[src/rtl/qsed_pkg.sv]
// ----------------------------------------------------------------------------
// Quoted string escape decoder package
// Shared result and bundle types, queue status and sizing constants.
// ----------------------------------------------------------------------------
package qsed_pkg;

  // One result word.
  typedef struct packed {
    logic [7:0] out_byte;
    logic       has_byte;
    logic       string_end;
    logic       closed_by_quote;
  } result_t;

  localparam int RES_SLOTS = 3;
  localparam logic [1:0] RES_MAX = 2'd3;

  // All results caused by one input word, slot 0 first.
  typedef struct packed {
    logic [1:0]                  cnt;
    result_t [RES_SLOTS-1:0]     res;
  } bundle_t;

  // Queue status seen by front and back.
  typedef struct packed {
    logic empty;
    logic full;
  } q_stat_t;

  localparam int QUEUE_DEPTH_DEF = 4;

  // Fixed byte values.
  localparam logic [7:0]  CH_NUL    = 8'h00;
  localparam logic [7:0]  CH_QUOTE  = 8'h22;
  localparam logic [7:0]  CH_BSLASH = 8'h5C;
  localparam logic [7:0]  CH_X      = 8'h78;
  localparam logic [7:0]  ESC_CHAR  = 8'h1B;
  localparam logic [15:0] CRLF      = 16'h0A0D;

endpackage

[src/rtl/qsed_ifs.sv]
// ----------------------------------------------------------------------------
// Quoted string escape decoder channels
// Valid/ready channels for source words, result words and configuration.
// ----------------------------------------------------------------------------
interface qsed_in_if;
  logic       valid;
  logic       ready;
  logic [7:0] src_byte;
  logic       last_in_input;

  modport source (output valid, output src_byte, output last_in_input, input ready);
  modport sink   (input valid, input src_byte, input last_in_input, output ready);
endinterface

interface qsed_out_if;
  logic       valid;
  logic       ready;
  logic [7:0] out_byte;
  logic       has_byte;
  logic       string_end;
  logic       closed_by_quote;

  modport source (output valid, output out_byte, output has_byte, output string_end,
                  output closed_by_quote, input ready);
  modport sink   (input valid, input out_byte, input has_byte, input string_end,
                  input closed_by_quote, output ready);
endinterface

interface qsed_cfg_if;
  logic valid;
  logic ready;
  logic keep_escapes;

  modport source (output valid, output keep_escapes, input ready);
  modport sink   (input valid, input keep_escapes, output ready);
endinterface

[src/rtl/qsed_front.sv]
// ----------------------------------------------------------------------------
// Quoted string escape decoder front end
// Accepts source words, runs the escape state machine and builds one bundle
// of up to three results per word.
// ----------------------------------------------------------------------------
module qsed_front (
  input  logic              clk,
  input  logic              rst,
  qsed_in_if.sink           src,
  qsed_cfg_if.sink          cfg,
  input  qsed_pkg::q_stat_t q_stat,
  output logic              push,
  output qsed_pkg::bundle_t push_bundle
);
  import qsed_pkg::*;

  typedef enum logic [5:0] {
    PH_AWAIT = 6'b000001,
    PH_BODY  = 6'b000010,
    PH_ESC   = 6'b000100,
    PH_HEX1  = 6'b001000,
    PH_HEX2  = 6'b010000,
    PH_KEEP  = 6'b100000
  } phase_t;

  phase_t     phase;
  phase_t     phase_next;
  logic [7:0] held_digit;
  logic [7:0] held_digit_next;
  logic       keep_escapes;
  logic       accept;

  function automatic logic is_hex(logic [7:0] c);
    return (c >= 8'h30 && c <= 8'h39) || (c >= 8'h61 && c <= 8'h66) ||
           (c >= 8'h41 && c <= 8'h46);
  endfunction

  function automatic logic [3:0] hex_val(logic [7:0] c);
    logic [7:0] v;
    v = 8'h00;
    if (c >= 8'h30 && c <= 8'h39) v = c - 8'h30;
    else if (c >= 8'h61 && c <= 8'h66) v = c - 8'h57;
    else if (c >= 8'h41 && c <= 8'h46) v = c - 8'h37;
    return v[3:0];
  endfunction

  // {known, decoded byte}; m returns its first byte only
  function automatic logic [8:0] esc_lookup(logic [7:0] c);
    logic [8:0] r;
    r = 9'h000;
    unique case (c)
      8'h61:     r = {1'b1, 8'h07};       // a
      8'h62:     r = {1'b1, 8'h08};       // b
      8'h65:     r = {1'b1, ESC_CHAR};    // e
      8'h66:     r = {1'b1, 8'h0C};       // f
      8'h6C:     r = {1'b1, 8'h0A};       // l
      8'h6D:     r = {1'b1, CRLF[7:0]};   // m
      8'h6E:     r = {1'b1, 8'h0A};       // n
      8'h71:     r = {1'b1, 8'h22};       // q
      8'h72:     r = {1'b1, 8'h0D};       // r
      8'h73:     r = {1'b1, 8'h27};       // s
      8'h5F:     r = {1'b1, 8'h20};       // underscore
      8'h74:     r = {1'b1, 8'h09};       // t
      8'h76:     r = {1'b1, 8'h0B};       // v
      8'h7A:     r = {1'b1, 8'h00};       // z
      CH_BSLASH: r = {1'b1, CH_BSLASH};
      CH_QUOTE:  r = {1'b1, CH_QUOTE};
      default:   r = 9'h000;
    endcase
    return r;
  endfunction

  function automatic bundle_t put_res(bundle_t b, logic [7:0] d, logic has, logic fin,
                                     logic quote);
    bundle_t r;
    r = b;
    if (b.cnt != RES_MAX) begin
      r.res[b.cnt] = '{out_byte: (has ? d : 8'h00), has_byte: has, string_end: fin,
                       closed_by_quote: quote};
      r.cnt = b.cnt + 2'd1;
    end
    return r;
  endfunction

  assign src.ready = !q_stat.full;
  assign cfg.ready = 1'b1;
  assign accept    = src.valid && src.ready;

  always_comb begin
    logic [7:0] b;
    logic       do_body;
    logic       end_now;
    logic       end_quote;
    logic [8:0] esc;
    logic [1:0] lst;
    bundle_t    bnd;

    b               = src.src_byte;
    do_body         = 1'b0;
    end_now         = 1'b0;
    end_quote       = 1'b0;
    esc             = esc_lookup(b);
    lst             = 2'd0;
    bnd             = '0;
    phase_next      = phase;
    held_digit_next = held_digit;

    unique case (phase)
      PH_AWAIT: phase_next = PH_BODY;
      PH_BODY:  do_body = 1'b1;
      PH_ESC: begin
        phase_next = PH_BODY;
        if (b == CH_NUL) begin
          bnd     = put_res(bnd, CH_NUL, 1'b1, 1'b0, 1'b0);
          end_now = 1'b1;
        end else if (b == CH_X) begin
          phase_next = PH_HEX1;
        end else if (esc[8]) begin
          bnd = put_res(bnd, esc[7:0], 1'b1, 1'b0, 1'b0);
          if (b == 8'h6D) bnd = put_res(bnd, CRLF[15:8], 1'b1, 1'b0, 1'b0);
        end else begin
          bnd = put_res(bnd, CH_BSLASH, 1'b1, 1'b0, 1'b0);
          bnd = put_res(bnd, b, 1'b1, 1'b0, 1'b0);
        end
      end
      PH_HEX1: begin
        if (is_hex(b)) begin
          held_digit_next = b;
          phase_next      = PH_HEX2;
        end else begin
          bnd        = put_res(bnd, CH_X, 1'b1, 1'b0, 1'b0);
          phase_next = PH_BODY;
          do_body    = 1'b1;
        end
      end
      PH_HEX2: begin
        phase_next      = PH_BODY;
        held_digit_next = 8'h00;
        if (is_hex(b)) begin
          bnd = put_res(bnd, {hex_val(held_digit), hex_val(b)}, 1'b1, 1'b0, 1'b0);
        end else begin
          bnd     = put_res(bnd, {hex_val(held_digit), 4'h0}, 1'b1, 1'b0, 1'b0);
          bnd     = put_res(bnd, held_digit, 1'b1, 1'b0, 1'b0);
          do_body = 1'b1;
        end
      end
      PH_KEEP: begin
        bnd        = put_res(bnd, b, 1'b1, 1'b0, 1'b0);
        phase_next = PH_BODY;
      end
      default: phase_next = PH_AWAIT;
    endcase

    // ordinary string byte
    if (do_body) begin
      if (b == CH_QUOTE) begin
        end_now   = 1'b1;
        end_quote = 1'b1;
      end else if (b == CH_NUL) begin
        end_now = 1'b1;
      end else if (b == CH_BSLASH) begin
        if (keep_escapes) begin
          bnd        = put_res(bnd, b, 1'b1, 1'b0, 1'b0);
          phase_next = PH_KEEP;
        end else begin
          phase_next = PH_ESC;
        end
      end else begin
        bnd = put_res(bnd, b, 1'b1, 1'b0, 1'b0);
      end
    end

    if (end_now) begin
      bnd             = put_res(bnd, 8'h00, 1'b0, 1'b1, end_quote);
      phase_next      = PH_AWAIT;
      held_digit_next = 8'h00;
    end else if (src.last_in_input) begin
      // flush a pending escape, then mark the end
      if (phase_next == PH_ESC) begin
        bnd = put_res(bnd, CH_BSLASH, 1'b1, 1'b0, 1'b0);
      end else if (phase_next == PH_HEX1) begin
        bnd = put_res(bnd, CH_X, 1'b1, 1'b0, 1'b0);
      end else if (phase_next == PH_HEX2) begin
        bnd = put_res(bnd, {hex_val(held_digit_next), 4'h0}, 1'b1, 1'b0, 1'b0);
        bnd = put_res(bnd, held_digit_next, 1'b1, 1'b0, 1'b0);
      end
      if (bnd.cnt != 2'd0) begin
        lst                       = bnd.cnt - 2'd1;
        bnd.res[lst].string_end   = 1'b1;
      end else begin
        bnd = put_res(bnd, 8'h00, 1'b0, 1'b1, 1'b0);
      end
      phase_next      = PH_AWAIT;
      held_digit_next = 8'h00;
    end

    push_bundle = bnd;
    push        = accept && (bnd.cnt != 2'd0);
  end

  always_ff @(posedge clk) begin
    if (rst) begin
      phase        <= PH_AWAIT;
      held_digit   <= 8'h00;
      keep_escapes <= 1'b0;
    end else begin
      if (accept) begin
        phase      <= phase_next;
        held_digit <= held_digit_next;
      end
      if (cfg.valid && cfg.ready) keep_escapes <= cfg.keep_escapes;
    end
  end

endmodule

[src/rtl/qsed_queue.sv]
// ----------------------------------------------------------------------------
// Quoted string escape decoder bundle queue
// Small FIFO of result bundles between front end and back end.
// ----------------------------------------------------------------------------
module qsed_queue #(
  parameter int DEPTH = qsed_pkg::QUEUE_DEPTH_DEF
) (
  input  logic              clk,
  input  logic              rst,
  input  logic              push,
  input  qsed_pkg::bundle_t push_bundle,
  input  logic              pop,
  output qsed_pkg::bundle_t head,
  output qsed_pkg::q_stat_t q_stat
);
  import qsed_pkg::*;

  localparam int PTR_W = (DEPTH > 1) ? $clog2(DEPTH) : 1;
  localparam int CNT_W = $clog2(DEPTH + 1);
  localparam logic [PTR_W-1:0] PTR_LAST = PTR_W'(DEPTH - 1);
  localparam logic [CNT_W-1:0] CNT_FULL = CNT_W'(DEPTH);

  bundle_t          slots [DEPTH];
  logic [PTR_W-1:0] wr_ptr;
  logic [PTR_W-1:0] rd_ptr;
  logic [CNT_W-1:0] count;
  logic             do_push;
  logic             do_pop;

  assign q_stat.empty = (count == '0);
  assign q_stat.full  = (count == CNT_FULL);
  assign head         = slots[rd_ptr];
  assign do_push      = push && !q_stat.full;
  assign do_pop       = pop && !q_stat.empty;

  always_ff @(posedge clk) begin
    if (do_push) slots[wr_ptr] <= push_bundle;
  end

  always_ff @(posedge clk) begin
    if (rst) begin
      wr_ptr <= '0;
      rd_ptr <= '0;
      count  <= '0;
    end else begin
      if (do_push) wr_ptr <= (wr_ptr == PTR_LAST) ? '0 : wr_ptr + 1'b1;
      if (do_pop)  rd_ptr <= (rd_ptr == PTR_LAST) ? '0 : rd_ptr + 1'b1;
      if (do_push && !do_pop)      count <= count + 1'b1;
      else if (do_pop && !do_push) count <= count - 1'b1;
    end
  end

endmodule

[src/rtl/qsed_back.sv]
// ----------------------------------------------------------------------------
// Quoted string escape decoder back end
// Unpacks bundles into the output register, one word per cycle unless stalled.
// ----------------------------------------------------------------------------
module qsed_back (
  input  logic              clk,
  input  logic              rst,
  input  qsed_pkg::bundle_t head,
  input  qsed_pkg::q_stat_t q_stat,
  output logic              pop,
  qsed_out_if.source        res
);
  import qsed_pkg::*;

  bundle_t    cur;
  logic [1:0] idx;
  logic [1:0] left;
  logic       adv;
  result_t    cur_res;
  result_t    head_res;

  assign adv      = !res.valid || res.ready;
  assign cur_res  = cur.res[idx];
  assign head_res = head.res[0];
  assign pop      = adv && (left == 2'd0) && !q_stat.empty;

  always_ff @(posedge clk) begin
    if (rst) begin
      res.valid <= 1'b0;
      left      <= 2'd0;
      idx       <= 2'd0;
    end else if (adv) begin
      if (left != 2'd0) begin
        res.valid <= 1'b1;
        idx       <= idx + 2'd1;
        left      <= left - 2'd1;
      end else if (!q_stat.empty) begin
        res.valid <= 1'b1;
        idx       <= 2'd1;
        left      <= head.cnt - 2'd1;
      end else begin
        res.valid <= 1'b0;
      end
    end
  end

  // payload path, no reset
  always_ff @(posedge clk) begin
    if (adv) begin
      if (left != 2'd0) begin
        res.out_byte        <= cur_res.out_byte;
        res.has_byte        <= cur_res.has_byte;
        res.string_end      <= cur_res.string_end;
        res.closed_by_quote <= cur_res.closed_by_quote;
      end else if (!q_stat.empty) begin
        res.out_byte        <= head_res.out_byte;
        res.has_byte        <= head_res.has_byte;
        res.string_end      <= head_res.string_end;
        res.closed_by_quote <= head_res.closed_by_quote;
        cur                 <= head;
      end
    end
  end

endmodule

[src/rtl/quoted_string_escape_decoder_top.sv]
// ----------------------------------------------------------------------------
// Quoted string escape decoder
// Decodes a quoted, backslash-escaped byte string into its string bytes.
// ----------------------------------------------------------------------------
// Channels:
//   src - source words: src_byte plus last_in_input. The first word of each
//         string is the opening quote and is dropped unchecked.
//   res - result words: out_byte, has_byte, string_end, closed_by_quote.
//         Each source word yields zero to three result words.
//   cfg - keep_escapes write; write only while the block is idle.
// Path: the front end writes each accepted word's bundle into the queue, and
//   the back end then loads its result words from the queue into the output
//   register.
// Throughput: one source word per cycle while no word yields more than one
//   result and res is not held off; the back end drains one result word per
//   cycle unless stalled, and the queue absorbs bursts of multi-result words.
// Stall: when res is held off the output register holds its word, the queue
//   fills, and src.ready drops once all QUEUE_DEPTH slots are taken.
// Reset: state returns to waiting for an opening quote, keep_escapes to 0,
//   queue and output register empty.
// ----------------------------------------------------------------------------
module quoted_string_escape_decoder_top #(
  parameter int QUEUE_DEPTH = qsed_pkg::QUEUE_DEPTH_DEF
) (
  input  logic       clk,
  input  logic       rst,
  qsed_in_if.sink    src,
  qsed_out_if.source res,
  qsed_cfg_if.sink   cfg
);
  import qsed_pkg::*;

  logic    push;
  logic    pop;
  bundle_t push_bundle;
  bundle_t head;
  q_stat_t q_stat;

  // escape state machine, at most one bundle per accepted word
  qsed_front u_front (
    .clk         (clk),
    .rst         (rst),
    .src         (src),
    .cfg         (cfg),
    .q_stat      (q_stat),
    .push        (push),
    .push_bundle (push_bundle)
  );

  // decouples the front end from output backpressure
  qsed_queue #(
    .DEPTH (QUEUE_DEPTH)
  ) u_queue (
    .clk         (clk),
    .rst         (rst),
    .push        (push),
    .push_bundle (push_bundle),
    .pop         (pop),
    .head        (head),
    .q_stat      (q_stat)
  );

  // serializes bundles into result words
  qsed_back u_back (
    .clk    (clk),
    .rst    (rst),
    .head   (head),
    .q_stat (q_stat),
    .pop    (pop),
    .res    (res)
  );

endmodule

[src/flat_wrapper.sv]
// flat-port wrapper written by rule: the top's interface ports become plain ports
module quoted_string_escape_decoder_top_flat import qsed_pkg::*;
#(
  parameter int QUEUE_DEPTH = qsed_pkg::QUEUE_DEPTH_DEF
)
  (clk, rst, src_valid, src_src_byte, src_last_in_input, src_ready, res_valid, res_out_byte, res_has_byte, res_string_end, res_closed_by_quote, res_ready, cfg_valid, cfg_keep_escapes, cfg_ready);
  qsed_in_if src_i ();
  qsed_out_if res_i ();
  qsed_cfg_if cfg_i ();
  input  logic clk;
  input  logic rst;
  input wire logic [$bits(src_i.valid)-1:0] src_valid;
  input wire logic [$bits(src_i.src_byte)-1:0] src_src_byte;
  input wire logic [$bits(src_i.last_in_input)-1:0] src_last_in_input;
  output wire logic [$bits(src_i.ready)-1:0] src_ready;
  output wire logic [$bits(res_i.valid)-1:0] res_valid;
  output wire logic [$bits(res_i.out_byte)-1:0] res_out_byte;
  output wire logic [$bits(res_i.has_byte)-1:0] res_has_byte;
  output wire logic [$bits(res_i.string_end)-1:0] res_string_end;
  output wire logic [$bits(res_i.closed_by_quote)-1:0] res_closed_by_quote;
  input wire logic [$bits(res_i.ready)-1:0] res_ready;
  input wire logic [$bits(cfg_i.valid)-1:0] cfg_valid;
  input wire logic [$bits(cfg_i.keep_escapes)-1:0] cfg_keep_escapes;
  output wire logic [$bits(cfg_i.ready)-1:0] cfg_ready;
  assign src_i.valid = src_valid;
  assign src_i.src_byte = src_src_byte;
  assign src_i.last_in_input = src_last_in_input;
  assign src_ready = src_i.ready;
  assign res_valid = res_i.valid;
  assign res_out_byte = res_i.out_byte;
  assign res_has_byte = res_i.has_byte;
  assign res_string_end = res_i.string_end;
  assign res_closed_by_quote = res_i.closed_by_quote;
  assign res_i.ready = res_ready;
  assign cfg_i.valid = cfg_valid;
  assign cfg_i.keep_escapes = cfg_keep_escapes;
  assign cfg_ready = cfg_i.ready;
  quoted_string_escape_decoder_top #(.QUEUE_DEPTH(QUEUE_DEPTH)) u_core (.clk(clk), .rst(rst), .src(src_i), .res(res_i), .cfg(cfg_i));
endmodule
[config.mk]
export PLATFORM = sky130hd
export DESIGN_NAME = quoted_string_escape_decoder_top_flat
export DESIGN_NICKNAME = d
export VERILOG_FILES = /design/src/rtl/qsed_pkg.sv /design/src/rtl/qsed_ifs.sv /design/src/rtl/qsed_front.sv /design/src/rtl/qsed_queue.sv /design/src/rtl/qsed_back.sv /design/src/rtl/quoted_string_escape_decoder_top.sv /design/src/flat_wrapper.sv
export SDC_FILE = /design/constraint.sdc
export NUM_CORES = 1
export LEC_CHECK = 0
export ABC_AREA = 1
export BUFFER_PORTS_ARGS = -buffer_cell sky130_fd_sc_hd__buf_2
export CORE_ASPECT_RATIO = 0.7
export CORE_UTILIZATION = 30
export CTS_CLUSTER_SIZE = 14
export DETAILED_ROUTE_END_ITERATION = 8
export HOLD_SLACK_MARGIN = 0.06
export PLACE_DENSITY = 0.46
export SLEW_MARGIN = 30
export SYNTH_ARGS = -nofsm -noshare
export SYNTH_HDL_FRONTEND = slang
export SYNTH_SLANG_ARGS = --single-unit
[constraint.sdc]
create_clock -name clk -period 3.7 [get_ports clk]
set_clock_uncertainty 0.1 [all_clocks]
set_input_delay 0.185 -clock clk [delete_from_list [all_inputs] [get_ports clk]]
set_output_delay 0.185 -clock clk [all_outputs]
set_load 0.03 [all_outputs]
==> flow_metrics.env <==
export IMPL_drc=0
export IMPL_criticalPathCategory="flip-flop to flip-flop"
export IMPL_syn_nets=1072
export IMPL_cts_clk_slew_worst_paths_ns=0.06
export IMPL_synth_most_common_cell="edfxtp_1"
export IMPL_pwr_share_comb_pct=30.4
export IMPL_drive_gt1_share_pct=20.37
export IMPL_drv_cap=0
export IMPL_fin_ws_ns=0.3579
export IMPL_maxSlewHeadroom_pct=42.21
export IMPL_grt_max_degree=71
export IMPL_ys_seq_area_share_pct=58.23
export IMPL_die_h_um=158.4
export IMPL_core_area_mm2=0.03391
export IMPL_finalCoreUtilization_pct=36.22
export IMPL_diodes=0
export IMPL_p_clk_share_pct=25.9
export IMPL_grt_setup_unrepaired="no"
export IMPL_clkLatencyLatePin_ns=0.52
export IMPL_rr_endpoint="u_core.u_queue.count[2]$_SDFFE_PP0P_"
export IMPL_setup_viol=0
export IMPL_die_x_um=225.4
export IMPL_tightest_slew_ns=0.8595
export IMPL_powerDensity_mw_per_mm2=623.0
export IMPL_htreeDepth=1
export IMPL_arrival_ns=3.68
export IMPL_holdPathStages=3
export IMPL_rows=56
export IMPL_antenna_found_initial=0
export IMPL_worst_hold_path_endpoint="u_core.u_queue.slots[3][21]$_DFFE_PP_"
export IMPL_synth_async_reset_ratio_pct=0
export IMPL_power_leakage_nw=4.663
export IMPL_synth_cell_types=55
export IMPL_grt_first_pass_wirelength_um=46010
export IMPL_p_switching_mw=2.689
export IMPL_critPathCaptureType="flip-flop"
export IMPL_drtIter0Drc=684
export IMPL_synth_common_cells="184 x edfxtp_1, 165 x nor2_1, 127 x o21ai_0"
export IMPL_yosys_warnings=0
export IMPL_power_internal_mw=4.962
export IMPL_preCtsSetupSlack_ns=0.04421
export IMPL_maxSlewViolCount=0
export IMPL_viasPerCell=4.987
export IMPL_port_buffers=27
export IMPL_min_period_over_period_pct=90.33
export IMPL_r2r_setup_slack_ns=0.36
export IMPL_routed_wl_um=30380
export IMPL_hp_start="src_src_byte[7]"
export IMPL_syn_area_mm2=0.01049
export IMPL_fmax_mhz=299.2
export IMPL_cts_sinks=213
export IMPL_clock_path_buffers=3
export IMPL_die_area_mm2=0.03571
export IMPL_io_pins=29
export IMPL_root_buffer="clkbuf_16"
export IMPL_final_setup_tns_ns=0
export IMPL_min_period_ns=3.342
export IMPL_crit_required_ns=4.04
export IMPL_wire_per_inst_um=19.01
export IMPL_syn_inst=1039
export IMPL_cts_tree="done"
export IMPL_yosysTopAreaCell="edfxtp_1"
export IMPL_status="finished, final reports clean"
export IMPL_seqPwrFrac_pct=43.7
export IMPL_antenna_left=0
export IMPL_synth_top_cell_area_share_pct=52.70
export IMPL_ys_flop_type="edfxtp_1"
export IMPL_timing_rr_start="u_core.u_front.phase[3]$_SDFFE_PP0P_"
export IMPL_syn_avg_cell_area_um2=10.09
export IMPL_overflow=0
export IMPL_grt_pass1_vias=7475
export IMPL_r2r_cells=24
export IMPL_hold_class="input port to flip-flop"
export IMPL_cts_buffers=21
export IMPL_vdd_ir_drop_max_mv=0.3256
export IMPL_grt_util_all_layers_pct=17.23
export IMPL_area_delta_synth_final_pct=17.14
export IMPL_fin_nets=1156
export IMPL_ys_ff_latch=213
export IMPL_place_gp_congestion=0.9914
export IMPL_dr_pass1_iters=5
export IMPL_dpl_hpwl_um=21230
export IMPL_start_util_pct=30.92
export IMPL_synth_edf_count=184
export IMPL_hold_viol=0
export IMPL_critPathLaunchType="flip-flop"
export IMPL_worstPathMaxFanout=5
export IMPL_num_vias=7969
export IMPL_swShare_pct=35.14
export IMPL_synthTopCellsByArea="edfxtp_1 53%, o21ai_0 6.1%, nor2_1 5.9%"
==> cell families (layout without fill, tap and decap cells) <==
kind of cell    Yosys count  count (layout)  synth area share (%)
flops                   213             213                 58.23
fa+ha+maj                18              18                 2.220
buf+inv                 144             239                 5.847
xor+xnor                  3               3                0.2506
other cells               1               1               0.03577
compound gates          249             249                 14.18
simple gates            411             411                 19.24
==> worst max-delay path, stage by stage (launching register included) <==
cell and delay [ns]:
dfxtp_1 0.37, nor2_2 0.17, nand4_1 0.21, buf_4 0.23, inv_1 0.13, nand2_2 0.08, nand2_2 0.11, nor2_8 0.05
nand3_1 0.14, nand2_2 0.10, nand2_1 0.10, nand2_2 0.08, nand3_2 0.08, nand3_2 0.09, nand2_4 0.09, nand2_4 0.05
inv_2 0.05, ha_1 0.13, inv_1 0.07, fa_1 0.43, nor2_1 0.11, nor2_1 0.04, nand2_1 0.07, o21ai_0 0.07
a21oi_1 0.13
==> stage by stage <==
| stage | hold WS (ns) | cell area [µm²] | cells | power (mW) |
|---|---|---|---|---|
| after floorplan | 0.1785 | 10490 | 1039 | 4.885 |
| after global placement | 0.2794 | 11600 | 1558 | 5.752 |
| after detailed placement | 0.2860 | 11600 | 1558 | 5.756 |
| after CTS | 0.1204 | 12270 | 1597 | 7.751 |
| after global routing | 0.1297 | 12280 | 1598 | 8.096 |
| final | 0.1551 | 12280 | 1598 | 7.651 |
==> state kept, by name (all words and copies together), names as in the netlist, named ones only <==
register                           count
u_core.u_queue.rd_ptr                  2
u_core.u_back.left                     2
u_core.u_back.res.has_byte             1
u_core.u_back.res.out_byte             8
u_core.u_queue.count                   3
u_core.u_front.held_digit              8
u_core.u_queue.slots                 140
u_core.u_back.res.valid                1
u_core.u_queue.wr_ptr                  2
u_core.u_front.keep_escapes            1
u_core.u_back.res.string_end           1
u_core.u_back.res.closed_by_quote      1
u_core.u_front.phase                   6
u_core.u_back.idx                      2
u_core.u_back.cur                     33
==> worst max path at each step <==
stage                                         start                                   end  slack, ns  cells past startpoint
3_3_place_gp                        src_src_byte[1]  u_core.u_queue.count[2]$_SDFFE_PP0P_    -0.0003                     27
3_5_place_dp                        src_src_byte[1]  u_core.u_queue.count[1]$_SDFFE_PP0P_       0.04                     24
5_1_grt        u_core.u_front.phase[3]$_SDFFE_PP0P_  u_core.u_queue.count[2]$_SDFFE_PP0P_       0.02                     24
6_report       u_core.u_front.phase[3]$_SDFFE_PP0P_  u_core.u_queue.count[2]$_SDFFE_PP0P_       0.36                     24
2_1_floorplan                       src_src_byte[0]  u_core.u_queue.slots[0][0]$_DFFE_PP_       0.18                     22
4_1_cts        u_core.u_front.phase[4]$_SDFFE_PP0P_  u_core.u_queue.count[2]$_SDFFE_PP0P_       0.20                     23
==> power by group through the flow <==
stage / Sequential, mW / Combinational, mW / Clock, mW
after floorplan: 3.52 / 1.37 / 0
after global placement: 3.40 / 2.35 / 0
after detailed placement: 3.40 / 2.35 / 0
after CTS: 3.35 / 2.37 / 2.03
after global routing: 3.39 / 2.59 / 2.11
final: 3.35 / 2.33 / 1.98
==> placed cells by master (no fill, tap or decap), drive strengths merged, types with 11 or more instances in the layout <==
master,instances
a21oi,33
buf,95
clkbuf,25
dfxtp,29
edfxtp,184
ha,17
inv,106
nand2,147
nand3,41
nand4,16
nor2,192
nor3,11
o21ai,130
o22ai,38
==> per-layer routing <==
| layer | part of all wire, % | up-vias | global-route usage (%) | wire length (µm) |
|---|---|---|---|---|
| met5 | 0 | - | 0 | 0 |
| met4 | 1.5 | 0 | 3.304 | 442 |
| met3 | 6.8 | 40 | 3.543 | 2078 |
| met2 | 41 | 276 | 25.01 | 12450 |
| met1 | 51 | 3832 | 26.18 | 15400 |
| li1 | - | 3821 | - | - |
==> final cells by class <==
class                      instances  area, µm²
sequential                       213       6107
multi-input combinational        682       3802
inverter                         105      416.7
clock buffer                      25      560.5
tap                              464      580.6
fill                            3470      21630
timing repair buffer             100      758.2
clock inverter                     9      56.30
==> repair_timing <==
action                                 CTS  global route
setup endpoints to repair                0             1
hold buffers                             5             0
endpoints found under the hold margin   17             0
resized for setup                        0             1
buffers inserted                         0             1
Power figures use the tool's default switching activity.
